<file path="config.mk">
export PLATFORM = sky130hd
export DESIGN_NAME = rgb_color_fade_sequencer
export DESIGN_NICKNAME = d
export VERILOG_FILES = /design/src/rtl/core/rgbfade_pkg.sv /design/src/rtl/core/rgbfade_div.sv /design/src/rtl/core/rgbfade_alu.sv /design/src/rtl/core/rgb_color_fade_sequencer.sv
export SDC_FILE = /design/constraint.sdc
export NUM_CORES = 1
export LEC_CHECK = 0
export ABC_AREA = 1
export ABC_CLOCK_PERIOD_IN_PS = 5700
export BUFFER_PORTS_ARGS = -buffer_cell sky130_fd_sc_hd__clkbuf_2
export CORE_MARGIN = 1
export CORE_UTILIZATION = 40
export DETAILED_ROUTE_END_ITERATION = 7
export GPL_TIMING_DRIVEN = 0
export MAX_ROUTING_LAYER = met4
export PLACE_DENSITY = 0.51
export SYNTH_ARGS = -nofsm -noshare
export SYNTH_HDL_FRONTEND = slang
export SYNTH_SLANG_ARGS = --single-unit
</file>
<file path="constraint.sdc">
create_clock -name clk_i -period 5.7 [get_ports clk_i]
set_input_delay 0.57 -clock clk_i [delete_from_list [all_inputs] [get_ports clk_i]]
set_output_delay 0.57 -clock clk_i [all_outputs]
set_load 0.02 [all_outputs]
</file>
<file path="src/rtl/core/rgbfade_pkg.sv">
// shared types and constants of the rgb colour fade sequencer
`default_nettype none

package rgbfade_pkg;

  // fixed field widths
  localparam int unsigned NumChan  = 3;
  localparam int unsigned ChanW    = 2;
  localparam int unsigned ColorW   = 8;
  localparam int unsigned StepsW   = 10;
  localparam int unsigned PosW     = 11;
  localparam int unsigned ModeW    = 2;
  localparam int unsigned CfgIdxW  = 3;
  localparam int unsigned CfgDataW = 10;

  // configuration register indexes
  typedef enum logic [CfgIdxW-1:0] {
    CfgStartRed   = 3'd0,
    CfgStartGreen = 3'd1,
    CfgStartBlue  = 3'd2,
    CfgEndRed     = 3'd3,
    CfgEndGreen   = 3'd4,
    CfgEndBlue    = 3'd5,
    CfgFadeSteps  = 3'd6,
    CfgRepeatMode = 3'd7
  } cfg_idx_e;

  // behaviour once the fade has run out; the unused code acts as hold
  typedef enum logic [ModeW-1:0] {
    RepHold     = 2'd0,
    RepLoop     = 2'd1,
    RepPingPong = 2'd2
  } repeat_e;

  // what the level unit does to one channel
  typedef enum logic [1:0] {
    OpStart = 2'd0,
    OpEnd   = 2'd1,
    OpSub   = 2'd2,
    OpAdd   = 2'd3
  } level_op_e;

  // divider status seen by the sequencer
  typedef struct packed {
    logic busy;
    logic done;
  } div_stat_t;

endpackage

`default_nettype wire

</file>
<file path="src/rtl/core/rgbfade_div.sv">
// iterative restoring divider, one quotient bit per cycle
`default_nettype none

module rgbfade_div import rgbfade_pkg::*; #(
  parameter int unsigned DIVIDEND_W = 24,
  parameter int unsigned DIVISOR_W  = 10
) (
  input  wire logic                  clk_i,
  input  wire logic                  rst_ni,
  input  wire logic                  start_i,
  input  wire logic [DIVIDEND_W-1:0] dividend_i,
  input  wire logic [DIVISOR_W-1:0]  divisor_i,
  output logic      [DIVIDEND_W-1:0] quotient_o,
  output div_stat_t                  stat_o
);

  localparam int unsigned CntW = $clog2(DIVIDEND_W + 1);

  logic [DIVISOR_W-1:0]  rem_q;
  logic [DIVIDEND_W-1:0] quo_q;
  logic [DIVISOR_W-1:0]  den_q;
  logic [CntW-1:0]       cnt_q;
  logic                  busy_q;
  logic                  done_q;

  logic [DIVISOR_W:0]    trial;
  logic [DIVISOR_W+1:0]  diff;
  logic                  fits;
  logic [DIVISOR_W-1:0]  rem_d;
  logic [DIVIDEND_W-1:0] quo_d;

  // one trial subtraction a cycle
  always_comb begin
    trial = {rem_q, quo_q[DIVIDEND_W-1]};
    diff  = {1'b0, trial} - {2'b00, den_q};
    fits  = ~diff[DIVISOR_W+1];
    rem_d = fits ? diff[DIVISOR_W-1:0] : trial[DIVISOR_W-1:0];
    quo_d = {quo_q[DIVIDEND_W-2:0], fits};
  end

  // iteration control
  always_ff @(posedge clk_i or negedge rst_ni) begin
    if (!rst_ni) begin
      cnt_q  <= '0;
      busy_q <= 1'b0;
      done_q <= 1'b0;
    end else begin
      done_q <= 1'b0;
      if (start_i) begin
        cnt_q  <= CntW'(DIVIDEND_W);
        busy_q <= 1'b1;
      end else if (busy_q) begin
        cnt_q <= cnt_q - CntW'(1);
        if (cnt_q == CntW'(1)) begin
          busy_q <= 1'b0;
          done_q <= 1'b1;
        end
      end
    end
  end

  // partial remainder and quotient shift register
  always_ff @(posedge clk_i) begin
    if (start_i) begin
      rem_q <= '0;
      quo_q <= dividend_i;
      den_q <= divisor_i;
    end else if (busy_q) begin
      rem_q <= rem_d;
      quo_q <= quo_d;
    end
  end

  assign quotient_o  = quo_q;
  assign stat_o.busy = busy_q;
  assign stat_o.done = done_q;

endmodule

`default_nettype wire

</file>
<file path="src/rtl/core/rgbfade_alu.sv">
// shared level unit: load a colour, or add or subtract a step with saturation
`default_nettype none

module rgbfade_alu import rgbfade_pkg::*; #(
  parameter int unsigned FRACTION_BITS = 16
) (
  input  level_op_e                              op_i,
  input  wire logic signed [FRACTION_BITS+9:0]   level_i,
  input  wire logic signed [FRACTION_BITS+8:0]   step_i,
  input  wire logic        [ColorW-1:0]          start_i,
  input  wire logic        [ColorW-1:0]          end_i,
  output logic signed      [FRACTION_BITS+9:0]   level_o
);

  localparam int unsigned LevelW = FRACTION_BITS + 10;

  logic signed [LevelW:0]   level_x;
  logic signed [LevelW:0]   step_x;
  logic signed [LevelW:0]   sum;
  logic signed [LevelW-1:0] sat;

  // widen the level by one bit and the step by two so the sum cannot wrap
  always_comb begin
    level_x = {level_i[LevelW-1], level_i};
    step_x  = {{2{step_i[LevelW-2]}}, step_i};
    if (op_i == OpAdd) begin
      sum = level_x + step_x;
    end else begin
      sum = level_x - step_x;
    end
    if (sum[LevelW] != sum[LevelW-1]) begin
      sat = sum[LevelW] ? {1'b1, {(LevelW-1){1'b0}}} : {1'b0, {(LevelW-1){1'b1}}};
    end else begin
      sat = sum[LevelW-1:0];
    end
  end

  // select the new level
  always_comb begin
    unique case (op_i)
      OpStart: level_o = {2'b00, start_i, {FRACTION_BITS{1'b0}}};
      OpEnd:   level_o = {2'b00, end_i, {FRACTION_BITS{1'b0}}};
      OpSub:   level_o = sat;
      OpAdd:   level_o = sat;
      default: level_o = sat;
    endcase
  end

endmodule

`default_nettype wire

</file>
<file path="src/rtl/core/rgb_color_fade_sequencer.sv">
// top level: linear rgb colour fade, one colour word per frame tick
//
// Channels: the slave stream takes one frame tick per word (tdata bit 0 is
// restart), the master stream gives one colour word per tick, and a separate
// write channel (cfg_valid_i/cfg_ready_o, cfg_index_i, cfg_data_i) sets the
// start and end colours, the fade length and the repeat mode. Configuration
// is always ready; the user must write it only while no tick is in flight, as the block itself does not enforce this.
// Sequence: a tick without restart runs the three channels through the shared
// level unit, one per cycle, then loads the output register; the colour
// word shows in the same cycle that the block is ready again.
// A restart tick first runs the shared divider once per channel, each run
// giving that channel's step, before the level updates.
// One tick is processed at a time; s_axis_tready_o is high only when idle.
// Reset: colours to white, fade length 1, hold mode, position 1, zero
// deltas and levels, no word pending.
// Stall: the output register keeps its word until taken; a new tick is
// accepted meanwhile, and its result waits in the sequencer until the
// register is free.
`default_nettype none

module rgb_color_fade_sequencer import rgbfade_pkg::*; #(
  parameter int unsigned MAX_FADE_STEPS = 1023,
  parameter int unsigned FRACTION_BITS  = 16
) (
  input  wire logic                clk_i,
  input  wire logic                rst_ni,
  // frame tick stream
  input  wire logic                s_axis_tvalid_i,
  output logic                     s_axis_tready_o,
  input  wire logic [7:0]          s_axis_tdata_i,   // [0] restart, [7:1] zero
  // colour stream
  output logic                     m_axis_tvalid_o,
  input  wire logic                m_axis_tready_i,
  output logic      [23:0]         m_axis_tdata_o,   // [7:0] red, [15:8] green, [23:16] blue
  // configuration write channel
  input  wire logic                cfg_valid_i,
  output logic                     cfg_ready_o,
  input  wire logic [CfgIdxW-1:0]  cfg_index_i,
  input  wire logic [CfgDataW-1:0] cfg_data_i
);

  localparam int unsigned LevelW      = FRACTION_BITS + 10;
  localparam int unsigned StepW       = FRACTION_BITS + 9;
  localparam int unsigned QuoW        = FRACTION_BITS + 8;
  localparam int unsigned MaxStepsCap = (MAX_FADE_STEPS > 1023) ? 1023 : MAX_FADE_STEPS;
  localparam logic [StepsW-1:0] MaxSteps = StepsW'(MaxStepsCap);
  localparam logic [ChanW-1:0]  LastChan = ChanW'(NumChan - 1);

  typedef enum logic [2:0] {
    StIdle,
    StDivLoad,
    StDivRun,
    StUpdate,
    StEmit
  } state_e;

  // configuration registers
  logic [ColorW-1:0] start_q [NumChan];
  logic [ColorW-1:0] end_q   [NumChan];
  logic [StepsW-1:0] steps_q;
  logic [ModeW-1:0]  mode_q;

  // sequencer state
  state_e                   state_q;
  logic [ChanW-1:0]         chan_q;
  level_op_e                op_q;
  logic [PosW-1:0]          pos_q;
  logic signed [StepW-1:0]  step_q  [NumChan];
  logic signed [LevelW-1:0] level_q [NumChan];
  logic                     out_valid_q;
  logic [23:0]              out_data_q;

  logic                     in_acc;
  logic                     restart;
  logic [StepsW-1:0]        steps_eff;
  logic [PosW-1:0]          steps_ext;
  logic [PosW-1:0]          top_pos;
  logic [PosW-1:0]          pos_eff;
  logic [PosW-1:0]          pos_d;
  level_op_e                op_d;

  logic [ColorW-1:0]        ch_start;
  logic [ColorW-1:0]        ch_end;
  logic                     ch_neg;
  logic [ColorW-1:0]        ch_mag;
  logic [QuoW-1:0]          div_dividend;
  logic [StepsW-1:0]        div_divisor;
  logic [QuoW-1:0]          div_quotient;
  div_stat_t                div_stat;
  logic                     div_start;
  logic [StepW-1:0]         quo_ext;
  logic signed [StepW-1:0]  step_d;
  logic signed [LevelW-1:0] alu_level;
  logic [23:0]              colour;

  assign in_acc          = s_axis_tvalid_i & s_axis_tready_o;
  assign restart         = s_axis_tdata_i[0];
  assign s_axis_tready_o = (state_q == StIdle);
  assign cfg_ready_o     = 1'b1;
  assign m_axis_tvalid_o = out_valid_q;
  assign m_axis_tdata_o  = out_data_q;

  // configuration writes
  always_ff @(posedge clk_i or negedge rst_ni) begin
    if (!rst_ni) begin
      for (int c = 0; c < NumChan; c++) begin
        start_q[c] <= '1;
        end_q[c]   <= '1;
      end
      steps_q <= StepsW'(1);
      mode_q  <= RepHold;
    end else if (cfg_valid_i) begin
      unique case (cfg_idx_e'(cfg_index_i))
        CfgStartRed:   start_q[0] <= cfg_data_i[ColorW-1:0];
        CfgStartGreen: start_q[1] <= cfg_data_i[ColorW-1:0];
        CfgStartBlue:  start_q[2] <= cfg_data_i[ColorW-1:0];
        CfgEndRed:     end_q[0]   <= cfg_data_i[ColorW-1:0];
        CfgEndGreen:   end_q[1]   <= cfg_data_i[ColorW-1:0];
        CfgEndBlue:    end_q[2]   <= cfg_data_i[ColorW-1:0];
        CfgFadeSteps:  steps_q    <= cfg_data_i[StepsW-1:0];
        CfgRepeatMode: mode_q     <= cfg_data_i[ModeW-1:0];
        default:       mode_q     <= mode_q;
      endcase
    end
  end

  // effective fade length and ping-pong turning point
  always_comb begin
    priority if (steps_q == '0) begin
      steps_eff = StepsW'(1);
    end else if (steps_q > MaxSteps) begin
      steps_eff = MaxSteps;
    end else begin
      steps_eff = steps_q;
    end
    steps_ext = {1'b0, steps_eff};
    top_pos   = {steps_eff, 1'b0} - PosW'(2);
  end

  // level action and next position of this tick
  always_comb begin
    pos_eff = restart ? PosW'(1) : pos_q;
    priority if (pos_eff <= steps_ext) begin
      pos_d = pos_eff + PosW'(1);
      priority if (pos_eff == PosW'(1)) begin
        op_d = OpStart;
      end else if (pos_eff == steps_ext) begin
        op_d = OpEnd;
      end else begin
        op_d = OpSub;
      end
    end else if (mode_q == RepLoop) begin
      op_d  = OpStart;
      pos_d = PosW'(2);
    end else if (mode_q == RepPingPong) begin
      op_d  = OpAdd;
      pos_d = (pos_eff < top_pos) ? pos_eff + PosW'(1) : PosW'(1);
    end else begin
      op_d  = OpEnd;
      pos_d = pos_eff;
    end
  end

  // divider operands of the current channel: |start-end| scaled, over steps-1
  always_comb begin
    ch_start     = start_q[chan_q];
    ch_end       = end_q[chan_q];
    ch_neg       = ch_start < ch_end;
    ch_mag       = ch_neg ? ch_end - ch_start : ch_start - ch_end;
    div_dividend = {ch_mag, {FRACTION_BITS{1'b0}}};
    div_divisor  = steps_eff - StepsW'(1);
    div_start    = (state_q == StDivLoad);
    quo_ext      = {1'b0, div_quotient};
    if (steps_eff <= StepsW'(1)) begin
      step_d = '0;
    end else if (ch_neg) begin
      step_d = -$signed(quo_ext);
    end else begin
      step_d = $signed(quo_ext);
    end
  end

  rgbfade_div #(
    .DIVIDEND_W (QuoW),
    .DIVISOR_W  (StepsW)
  ) u_rgbfade_div (
    .clk_i      (clk_i),
    .rst_ni     (rst_ni),
    .start_i    (div_start),
    .dividend_i (div_dividend),
    .divisor_i  (div_divisor),
    .quotient_o (div_quotient),
    .stat_o     (div_stat)
  );

  rgbfade_alu #(
    .FRACTION_BITS (FRACTION_BITS)
  ) u_rgbfade_alu (
    .op_i    (op_q),
    .level_i (level_q[chan_q]),
    .step_i  (step_q[chan_q]),
    .start_i (ch_start),
    .end_i   (ch_end),
    .level_o (alu_level)
  );

  // integer part of each level, saturated to a byte
  always_comb begin
    for (int c = 0; c < NumChan; c++) begin
      if (level_q[c][LevelW-1]) begin
        colour[c*ColorW +: ColorW] = '0;
      end else if (level_q[c][LevelW-2]) begin
        colour[c*ColorW +: ColorW] = '1;
      end else begin
        colour[c*ColorW +: ColorW] = level_q[c][FRACTION_BITS +: ColorW];
      end
    end
  end

  // sequencer
  always_ff @(posedge clk_i or negedge rst_ni) begin
    if (!rst_ni) begin
      state_q     <= StIdle;
      chan_q      <= '0;
      op_q        <= OpStart;
      pos_q       <= PosW'(1);
      out_valid_q <= 1'b0;
      out_data_q  <= '0;
      for (int c = 0; c < NumChan; c++) begin
        step_q[c]  <= '0;
        level_q[c] <= '0;
      end
    end else begin
      if (out_valid_q && m_axis_tready_i) begin
        out_valid_q <= 1'b0;
      end
      unique case (state_q)
        StIdle: begin
          if (in_acc) begin
            pos_q   <= pos_d;
            op_q    <= op_d;
            chan_q  <= '0;
            state_q <= restart ? StDivLoad : StUpdate;
          end
        end
        StDivLoad: begin
          state_q <= StDivRun;
        end
        StDivRun: begin
          if (div_stat.done) begin
            step_q[chan_q] <= step_d;
            if (chan_q == LastChan) begin
              chan_q  <= '0;
              state_q <= StUpdate;
            end else begin
              chan_q  <= chan_q + ChanW'(1);
              state_q <= StDivLoad;
            end
          end
        end
        StUpdate: begin
          level_q[chan_q] <= alu_level;
          if (chan_q == LastChan) begin
            chan_q  <= '0;
            state_q <= StEmit;
          end else begin
            chan_q <= chan_q + ChanW'(1);
          end
        end
        StEmit: begin
          if (!out_valid_q || m_axis_tready_i) begin
            out_data_q  <= colour;
            out_valid_q <= 1'b1;
            state_q     <= StIdle;
          end
        end
        default: state_q <= StIdle;
      endcase
    end
  end

endmodule

`default_nettype wire

</file>
==> results.sh <==
export IMPL_vert_die_dim_um=216
export IMPL_final_common_cell="nand2_1"
export IMPL_final_hold_worst_slack_ps=0.422
export IMPL_wire_per_inst_um=18.9
export IMPL_timing_critical_path_arrival_ps=5680
export IMPL_cts_buffers_inserted=38
export IMPL_ys_warnings_count=0
export IMPL_cts_max_level=2
export IMPL_ctsLongestPathBuffers=3
export IMPL_critical_path_class="flip-flop to flip-flop"
export IMPL_hpwl_mm=44.1
export IMPL_clock_root_buffer="clkbuf_16"
export IMPL_report_final_hold_viol_count=0
export IMPL_min_delay_path_class="input port to asynchronous set/reset pin"
export IMPL_grt_total_usage_pct=26.5
export IMPL_route_final_wire_length_mm=59.2
export IMPL_capturing_element_type_of_the_critical_path="flip-flop"
export IMPL_fmax_mhz=191
export IMPL_std_cell_rows=78
export IMPL_edff_count_synth=18
export IMPL_seqCellArea_um2=7700
export IMPL_clkSlewWorstSetupHoldPaths_ps=60
export IMPL_postSynth_topFlopCell="dfrtp_1"
export IMPL_worst_path_most_repeated_cell="nand2_1"
export IMPL_netlist_top_cells_area="dfrtp_1 (29%), nand2_1 (14%), o21ai_0 (7.4%)"
export IMPL_syn_num_nets=2537
export IMPL_vias=16700
export IMPL_first_global_vias=16100
export IMPL_starting_utilization_of_the_core_area_pct=40.4
export IMPL_post_route_drc_count=0
export IMPL_run_status="finished clean"
export IMPL_fillers=4674
export IMPL_final_design_utilization_pct=45.4
export IMPL_post_cts_hold_buffer_count=0
export IMPL_synth_cells=2429
export IMPL_synth_yosys_seq_area_share_pct=42.1
export IMPL_critical_path_buf_inv_count=10
export IMPL_post_synth_cell_area_avg_um2=7.54
export IMPL_period_minus_slack_ps=5240
export IMPL_post_cts_setup_buffer_count=0
export IMPL_timing_final_crit_share_pct=91.9
export IMPL_initialDrtViolationCount=1367
export IMPL_multi_input_area_um2=9260
export IMPL_grt_first_pass_wirelength_mm=93.2
export IMPL_fp_dieArea_um2=46600
export IMPL_synth_area_um2=18300
export IMPL_antenna_diode_count=0
export IMPL_worst_clock_skew_ps=22.1
export IMPL_drv_slew=0
export IMPL_post_route_cells_drive_above_1_share_pct=8.54
export IMPL_total_number_of_clock_tree_sinks=307
export IMPL_synth_seq_cells=307
export IMPL_grt_max_degree=106
export IMPL_fin_setup_tns_ps=0
export IMPL_setup_viol_count_final=0
export IMPL_proportion_of_synthesized_flip_flops_having_asynchronous_set_or_reset_pct=85.7
export IMPL_synth_area_leader_cell="dfrtp_1"
export IMPL_initial_antenna_violation_count=0
export IMPL_synthDistinctLibCells=62
export IMPL_ioPinCount=53
export IMPL_grt_remaining_overflow=0
export IMPL_cp_data_required_time_ps=6140
export IMPL_cts_resized_gates=1
export IMPL_num_nets_final=2620
export IMPL_netlist_area_leader_share_pct=29.1
export IMPL_die_x_um=216
export IMPL_routed_via_density=5.33
export IMPL_timing_critical_path_fanout_max=10
export IMPL_cpPeakStageDelay_ps=580
export IMPL_drt_first_pass_iters=7
export IMPL_final_cell_mix="nand2_1 (684), o21ai_0 (270), inv_1 (229)"
export IMPL_postRouteAntennaNets=0
export IMPL_gpl_final_weighted_congestion=0.917
export IMPL_area_added_between_synthesis_and_finish_pct=12.2
export IMPL_max_slew_margin_pct=28.5
export IMPL_cp_start_kind="flip-flop"
export IMPL_core_area_um2=45300
export IMPL_worst_path_max_delay_cell="clkbuf_1"
export IMPL_cp_top_family="buffers and inverters"
export IMPL_maxCapViolations=0
export IMPL_buffer_ports_inserted=43
export IMPL_clock_tree_from_tritoncts="done"
export IMPL_worst_slew_pin_slew_ps=1070
export IMPL_clock_insertion_delay_worst_skew_ps=580
through the flow:
step           std cells  area [µm²]  worst slack (ps)
2_1_floorplan       2429       18300              1460
4_1_cts             3143       20500               132
6_report            3141       20500               460
5_1_grt             3141       20500             -3.71
3_3_place_gp        3072       19300             -1690
3_5_place_dp        3074       19300             -50.2
cell type report:
type / instances / share of cell area [%]
sequential: 307 / 37.5
timing repair buffer: 45 / 1.36
clock buffer: 61 / 5.45
buffer: 96 / 2.14
inverter: 246 / 4.51
clock inverter: 8 / 0.311
tap: 600 / 3.65
multi-input combinational: 1778 / 45.1
final timing paths:
path,from,to,slack [ps],depth (start not counted)
worst max-delay path,chan_q[1],level_q[7],460,26
worst min-delay path,rst_ni,m_axis_tdata_o[16],0.4,1
worst max register to register,chan_q[1],level_q[7],460,26
worst min register to register,u_rgbfade_div.rem_q[9],u_rgbfade_div.rem_q[9],450,2
max in group asynchronous,rst_ni,step_q[26],4710,2
min in group clk_i,m_axis_tready_i,m_axis_tvalid_o,200,2
registers in the layout (all words and copies together), names as in the netlist, 11 cells and up:
register	flops
level_q	78
step_q	75
end_q	24
m_axis_tdata_o	24
start_q	24
u_rgbfade_div.quotient_o	24
pos_q	11
routing by layer:
| layer | track usage, % | wire, µm |
|---|---|---|
| met5 | - | 0 |
| met4 | 7.42 | 1590 |
| met3 | 3.68 | 3310 |
| met2 | 39.8 | 26100 |
| met1 | 37.2 | 28200 |
synth_stat cells, types with 10 or more instances:
master / n
a21oi_1: 112
dfrtp_1: 213
xnor2_1: 25
nand2_1: 684
inv_1: 229
o211ai_1: 39
dfstp_2: 50
xor2_1: 40
buf_2: 10
nand4_1: 13
nand3_2: 11
nand2_2: 10
a22oi_1: 30
nor2_1: 161
nand3_1: 174
and2_1: 12
ha_1: 78
edfxtp_1: 18
clkbuf_1: 69
nor3_1: 21
o21ai_0: 271
clkinv_1: 11
dfxtp_1: 26
cell families after synthesis:
kind of cell / share of synthesized area, %
AOI/OAI and AO/OA: 16.0
xor gates and xnor gates: 3.11
adders and majority gates: 5.77
buffers and inverters: 7.46
DFF: 42.1
muxes: 0.0547
other: 0.0205
and+or+nand+nor: 25.5
Power is left out: the tool's default activity adds up to more than one toggle a clock period on the data nets, which glitch-free logic cannot reach.
